$ cat src/hdl/utf8d_pkg.sv
package utf8d_pkg;

    localparam int unsigned BYTE_W = 8;
    localparam int unsigned CP_W   = 32;
    localparam int unsigned OWED_W = 3;
    localparam int unsigned LEAD_W = 4;

    localparam logic [BYTE_W-1:0] PAYLOAD_MASK_BASE = 8'h7f;
    localparam logic [BYTE_W-1:0] CONT_MASK         = 8'h3f;

    typedef struct packed {
        logic [CP_W-1:0]   acc;
        logic [OWED_W-1:0] owed;
    } dec_state_t;

    typedef struct packed {
        logic            emit;
        logic [CP_W-1:0] value;
    } dec_result_t;

    function automatic logic [LEAD_W-1:0] lead_ones(input logic [BYTE_W-1:0] b);
        logic [LEAD_W-1:0] n;
        logic              run;
        n   = '0;
        run = 1'b1;
        for (int i = BYTE_W - 1; i >= 0; i--)
        begin
            run = run & b[i];
            if (run)
            begin
                n = n + LEAD_W'(1);
            end
        end
        return n;
    endfunction

endpackage

$ cat src/hdl/utf8d_ifs.sv
interface utf8d_byte_if;
    import utf8d_pkg::*;
    logic              valid;
    logic              ready;
    logic [BYTE_W-1:0] byte_in;

    modport source (output valid, output byte_in, input ready);
    modport sink (input valid, input byte_in, output ready);
endinterface

interface utf8d_cp_if;
    import utf8d_pkg::*;
    logic            valid;
    logic            ready;
    logic [CP_W-1:0] code_point;

    modport source (output valid, output code_point, input ready);
    modport sink (input valid, input code_point, output ready);
endinterface

$ cat src/hdl/utf8d_step.sv
module utf8d_step
    import utf8d_pkg::*;
(
    input  logic [BYTE_W-1:0] byte_in,
    input  dec_state_t        st,
    output dec_state_t        st_next,
    output dec_result_t       res
);

    logic [LEAD_W-1:0] lead;
    logic [CP_W-1:0]   acc_shift;

    always_comb
    begin
        lead      = lead_ones(byte_in);
        acc_shift = {st.acc[CP_W-7:0], byte_in[5:0] & CONT_MASK[5:0]};
        st_next   = st;
        res.emit  = 1'b0;
        res.value = acc_shift;
        if (!byte_in[BYTE_W-1])
        begin
            // ascii clears any pending sequence
            st_next.acc  = '0;
            st_next.owed = '0;
            res.emit     = (byte_in != '0);
            res.value    = {{(CP_W-BYTE_W){1'b0}}, byte_in};
        end
        else if (lead == LEAD_W'(1) && st.owed != '0)
        begin
            st_next.acc  = acc_shift;
            st_next.owed = st.owed - OWED_W'(1);
            res.emit     = (st_next.owed == '0) && (acc_shift != '0);
        end
        else
        begin
            // lead byte, stray continuation, 0xfe and 0xff
            st_next.acc  = {{(CP_W-BYTE_W){1'b0}}, byte_in & (PAYLOAD_MASK_BASE >> lead)};
            st_next.owed = OWED_W'(lead - LEAD_W'(1));
        end
    end

endmodule

$ cat src/hdl/utf8_stream_decoder_top.sv
// path: input register, combinational decode step, output register for the code point
// throughput: one byte per cycle, independent of output stalls as long as the sink takes
// results at that rate; a full output register holds the input stage
// reset: asynchronous, clears the decode state (accumulator and owed count) and both
// valid flags
module utf8_stream_decoder_top
    import utf8d_pkg::*;
(
    input  logic        clk,
    input  logic        rst_n,
    utf8d_byte_if.sink  byte_stream,
    utf8d_cp_if.source  char_stream
);

    logic              in_vld_reg;
    logic [BYTE_W-1:0] in_byte_reg;
    dec_state_t        st_reg;
    dec_state_t        st_next;
    dec_result_t       res;
    logic              out_vld_reg;
    logic [CP_W-1:0]   out_cp_reg;
    logic              adv;

    assign adv               = !out_vld_reg || char_stream.ready;
    assign byte_stream.ready = !in_vld_reg || adv;

    utf8d_step u_step
    (
        .byte_in (in_byte_reg),
        .st      (st_reg),
        .st_next (st_next),
        .res     (res)
    );

    always_ff @(posedge clk or negedge rst_n)
    begin
        if (!rst_n)
        begin
            in_vld_reg  <= 1'b0;
            out_vld_reg <= 1'b0;
            st_reg      <= '0;
        end
        else
        begin
            if (byte_stream.ready)
            begin
                in_vld_reg <= byte_stream.valid;
            end
            if (adv)
            begin
                out_vld_reg <= in_vld_reg && res.emit;
                if (in_vld_reg)
                begin
                    st_reg <= st_next;
                end
            end
        end
    end

    always_ff @(posedge clk)
    begin
        if (byte_stream.ready && byte_stream.valid)
        begin
            in_byte_reg <= byte_stream.byte_in;
        end
        if (adv && in_vld_reg && res.emit)
        begin
            out_cp_reg <= res.value;
        end
    end

    assign char_stream.valid      = out_vld_reg;
    assign char_stream.code_point = out_cp_reg;

endmodule

$ cat src/flat_wrapper.sv
// flat-port wrapper written by rule: the top's interface ports become plain ports
module utf8_stream_decoder_top_flat import utf8d_pkg::*;
  (clk, rst_n, byte_stream_valid, byte_stream_byte_in, byte_stream_ready, char_stream_valid, char_stream_code_point, char_stream_ready);
  utf8d_byte_if byte_stream_i ();
  utf8d_cp_if char_stream_i ();
  input  logic clk;
  input  logic rst_n;
  input wire logic [$bits(byte_stream_i.valid)-1:0] byte_stream_valid;
  input wire logic [$bits(byte_stream_i.byte_in)-1:0] byte_stream_byte_in;
  output wire logic [$bits(byte_stream_i.ready)-1:0] byte_stream_ready;
  output wire logic [$bits(char_stream_i.valid)-1:0] char_stream_valid;
  output wire logic [$bits(char_stream_i.code_point)-1:0] char_stream_code_point;
  input wire logic [$bits(char_stream_i.ready)-1:0] char_stream_ready;
  assign byte_stream_i.valid = byte_stream_valid;
  assign byte_stream_i.byte_in = byte_stream_byte_in;
  assign byte_stream_ready = byte_stream_i.ready;
  assign char_stream_valid = char_stream_i.valid;
  assign char_stream_code_point = char_stream_i.code_point;
  assign char_stream_i.ready = char_stream_ready;
  utf8_stream_decoder_top u_core (.clk(clk), .rst_n(rst_n), .byte_stream(byte_stream_i), .char_stream(char_stream_i));
endmodule
$ cat config.mk
export PLATFORM = sky130hd
export DESIGN_NAME = utf8_stream_decoder_top_flat
export DESIGN_NICKNAME = d
export VERILOG_FILES = /design/src/hdl/utf8d_pkg.sv /design/src/hdl/utf8d_ifs.sv /design/src/hdl/utf8d_step.sv /design/src/hdl/utf8_stream_decoder_top.sv /design/src/flat_wrapper.sv
export SDC_FILE = /design/constraint.sdc
export NUM_CORES = 1
export LEC_CHECK = 0
export BUFFER_PORTS_ARGS = -buffer_cell sky130_fd_sc_hd__buf_2
export CORE_MARGIN = 2
export CORE_UTILIZATION = 57
export CTS_CLUSTER_DIAMETER = 150
export DETAILED_ROUTE_END_ITERATION = 12
export HOLD_SLACK_MARGIN = 0.15
export PLACE_DENSITY = 0.79
export SYNTH_ARGS = -nofsm -noshare
export SYNTH_HDL_FRONTEND = slang
export SYNTH_SLANG_ARGS = --single-unit
$ cat constraint.sdc
create_clock -name clk -period 9.2 [get_ports clk]
set_input_delay 0.92 -clock clk [delete_from_list [all_inputs] [get_ports clk]]
set_output_delay 0.92 -clock clk [all_outputs]
set_load 0.1 [all_outputs]
==> flow_metrics.py <==
metrics = {
    "run_status": {
        "outcome": "complete, no violations",
    },
    "setup_path": {
        "r2r_start": "u_core.in_byte_reg[7]",
        "crit_path_start_kind": "flip-flop",
        "crit_chain": "a21boi_0 -> ha_1 -> o21a_1 -> ha_1 -> mux2_2 -> ha_1 -> mux2_2 -> mux2_2 -> ha_1 -> mux2_2 -> ha_1 -> mux2i_1 -> nor2_1 -> a21o_1 -> inv_1 -> ha_1 -> o21ai_0 -> nand3b_4 -> o32a_2 -> nor2_2 -> buf_4",
        "critPathMaxFanout": 37,
        "ff2ff_path_depth": 21,
        "critPathSlowestCell": "edfxtp_1",
        "critPathArrivalTime_ns": 6.33,
        "cpMostUsedCell": "ha_1",
        "rrSetupSlack_ns": 2.88,
        "critPathKind": "reg -> reg",
        "critPathCaptureType": "flip-flop",
        "startpoint": "u_core.in_byte_reg[7]",
        "crit_required_ns": 9.21,
        "critical-path-max-stage-delay_ns": 0.95,
    },
    "logic_synthesis": {
        "ys_ff_latch": 71,
        "synth-adder-area-share_pct": 4.904,
        "syn-mean-instance-area_um2": 12.91,
        "synth_simple_gate_area_share_pct": 15.35,
        "synth_top_family_by_area": "simple AND/OR/NAND/NOR gates",
        "synth_area_leaders": "edfxtp_1 (36%), dfrtp_1 (23%), and2_1 (5.1%), ha_1 (4.9%), a22o_1 (3.7%)",
        "ys_seq_area_share_pct": 59.60,
        "ys_warn_count": 0,
        "synthCells": 257,
        "synth_nets": 282,
        "synth_area_leader_cell": "edfxtp_1",
        "synth_top_area_share_pct": 36.21,
        "synth.area.mux_share_pct": 1.962,
        "ys_top_cells_by_count": "edfxtp_1 (40), dfrtp_1 (31), and2_1 (27)",
        "netlist_area_mm2": 0.003317,
        "synth_compound_area_share_pct": 13.81,
        "ys_types": 51,
        "synth_xor_area_share_pct": 1.018,
        "synthArstFlopShare_pct": 43.66,
        "synth-edff-count": 40,
        "yosysMostFrequentCell": "edfxtp_1",
        "ys.flop_type": "edfxtp_1",
    },
    "sta": {
        "maxSlewHeadroom_pct": 30.46,
        "setup_tns_ns": 0,
        "post-route-period-util_pct": 68.70,
        "tightest_slew_ns": 1.041,
        "final_hold_viol_count": 0,
        "setup_viol": 0,
        "layout_min_cycle_time_ns": 6.320,
        "drv_slew": 0,
        "clock-skew-final_ns": 0.005939,
        "fmax_ghz": 0.1582,
        "rsz0062_at_grt": "false",
    },
    "clocking": {
        "cts_buffers": 9,
        "insertion_delay_ns": 0.35,
        "clk_path_buf_depth": 2,
        "tritoncts": "done",
        "cts_max_level": 3,
        "cts_setup_buffers": 0,
        "cts.sinks": 71,
        "clockRootBuffer": "clkbuf_8",
        "cts_hold_buf": 0,
        "cts.clk_slew.worst_paths_ns": 0.08,
        "cts_resized": 0,
    },
    "power_and_ir_drop": {
        "finalPower_mw": 0.8447,
        "max-vdd-ir-drop_mv": 0.1200,
        "power_per_cell_area_mw_per_mm2": 221.6,
        "p_leak_nw": 1.694,
    },
    "layout": {
        "layout-drive-gt1-share_pct": 27.92,
        "layoutNonFillerInstCount": 380,
        "regArea_mm2": 0.001977,
        "n_fill_cell": 412,
        "diodes": 0,
        "multi_input_area_mm2": 0.001231,
        "layout.nets": 328,
        "largest_register_ffs": 32,
        "area_growth_pct": 14.90,
    },
    "grt": {
        "grt_usage_pct": 21.89,
        "gr-total-overflow": 0,
        "grt_pass1_vias": 2163,
        "grt_max_degree": 38,
        "antenna_found_initial": 0,
        "grt_pass1_wl_um": 10440,
    },
    "floorplanning": {
        "coreArea_mm2": 0.005574,
        "die_area_mm2": 0.006446,
        "fp-row-count": 27,
        "die_w_um": 80.29,
        "start_util_pct": 59.51,
        "die_h_um": 80.29,
        "ios": 46,
    },
    "place": {
        "placed_cells": 364,
        "place.gp.congestion": 0.8977,
        "dp_hpwl_um": 4256,
        "port_buffers": 45,
    },
    "hold_path": {
        "hp-start": "u_core.st_reg[1]",
        "min_path_cells": 2,
        "hold_path.class": "reg -> reg",
    },
    "detailed_routing": {
        "drtIter0Drc": 182,
        "drc_errors": 0,
        "vias": 2203,
        "wire_per_inst_um": 16.52,
        "firstDrtPassIters": 4,
        "avgViaCountPerCell": 5.797,
        "postRouteAntennaNets": 0,
        "routed_wl_um": 6278,
    },
    "run": {
        "maxCapViolations": 0,
    },
}
layer usage:
metal	vias to the layer above	wire length, um	track usage (%)
met5	-	0	0
met4	0	83	9.661
met3	7	300	5.955
met2	63	3161	34.75
met1	1073	2733	28.25
li1	1060	-	-
final timing paths:
path	end
setup / recovery	u_core.char_stream.code_point[1]
hold / removal	u_core.st_reg[1]
setup reg to reg	u_core.char_stream.code_point[1]
hold reg to reg	u_core.st_reg[1]
max in group asynchronous	u_core.st_reg[27]
min in group asynchronous	u_core.st_reg[2]
cell usage in the layout (no fill, tap or decap), types with 8 or more instances in the layout:
cell type	instances
a22o_1	14
a22o_2	8
ha_1	13
dfrtp_1	31
buf_2	45
and2_1	27
clkbuf_8	10
nand2_1	19
nor4_1	8
edfxtp_1	40
inv_1	13
power breakdown:
part | switching [mW] | internal (mW)
Combinational | 0.132 | 0.0457
Sequential | 0.0218 | 0.363
Clock | 0.121 | 0.161
through the flow:
stage                     cell area [um^2]  util, %  hold slack [ns]  worst slack (ns)
after detailed placement              3580    64.22           0.4935             2.894
after global routing                  3811    68.37           0.5400             2.500
after CTS                             3811    68.37           0.5104             2.869
after global placement                3580    64.22           0.4745             3.131
after floorplan                       3317        -           0.4206             2.567
final                                 3811    68.37           0.5099             2.880
cell families (layout without fill, tap and decap cells):
| kind of cell | Yosys count | count (layout) |
|---|---|---|
| buffers and inverters | 24 | 75 |
| AND/OR/NAND/NOR | 87 | 87 |
| adder cells (fa/ha/maj) | 13 | 13 |
| multiplexers | 6 | 6 |
| flip-flops | 71 | 71 |
| XOR/XNOR | 3 | 3 |
| AO/OA/AOI/OAI | 53 | 53 |
worst max-delay path: cells and delay by family (launching register included):
kind	cells	cell delay, ns
fa+ha+maj	6	1.64
mux	5	1.24
compound gates	5	1.24
flops	1	0.95
buf+inv	2	0.47
simple gates	3	0.42
area by class of cell:
type,instances,area share [%]
inverters,13,1.280
multi-input cells,162,32.30
clock buffers,10,3.611
clock inverters,6,2.462
well taps,72,2.364
repair buffers,46,6.106
flip-flops and latches,71,51.87
Power figures use the tool's default switching activity.
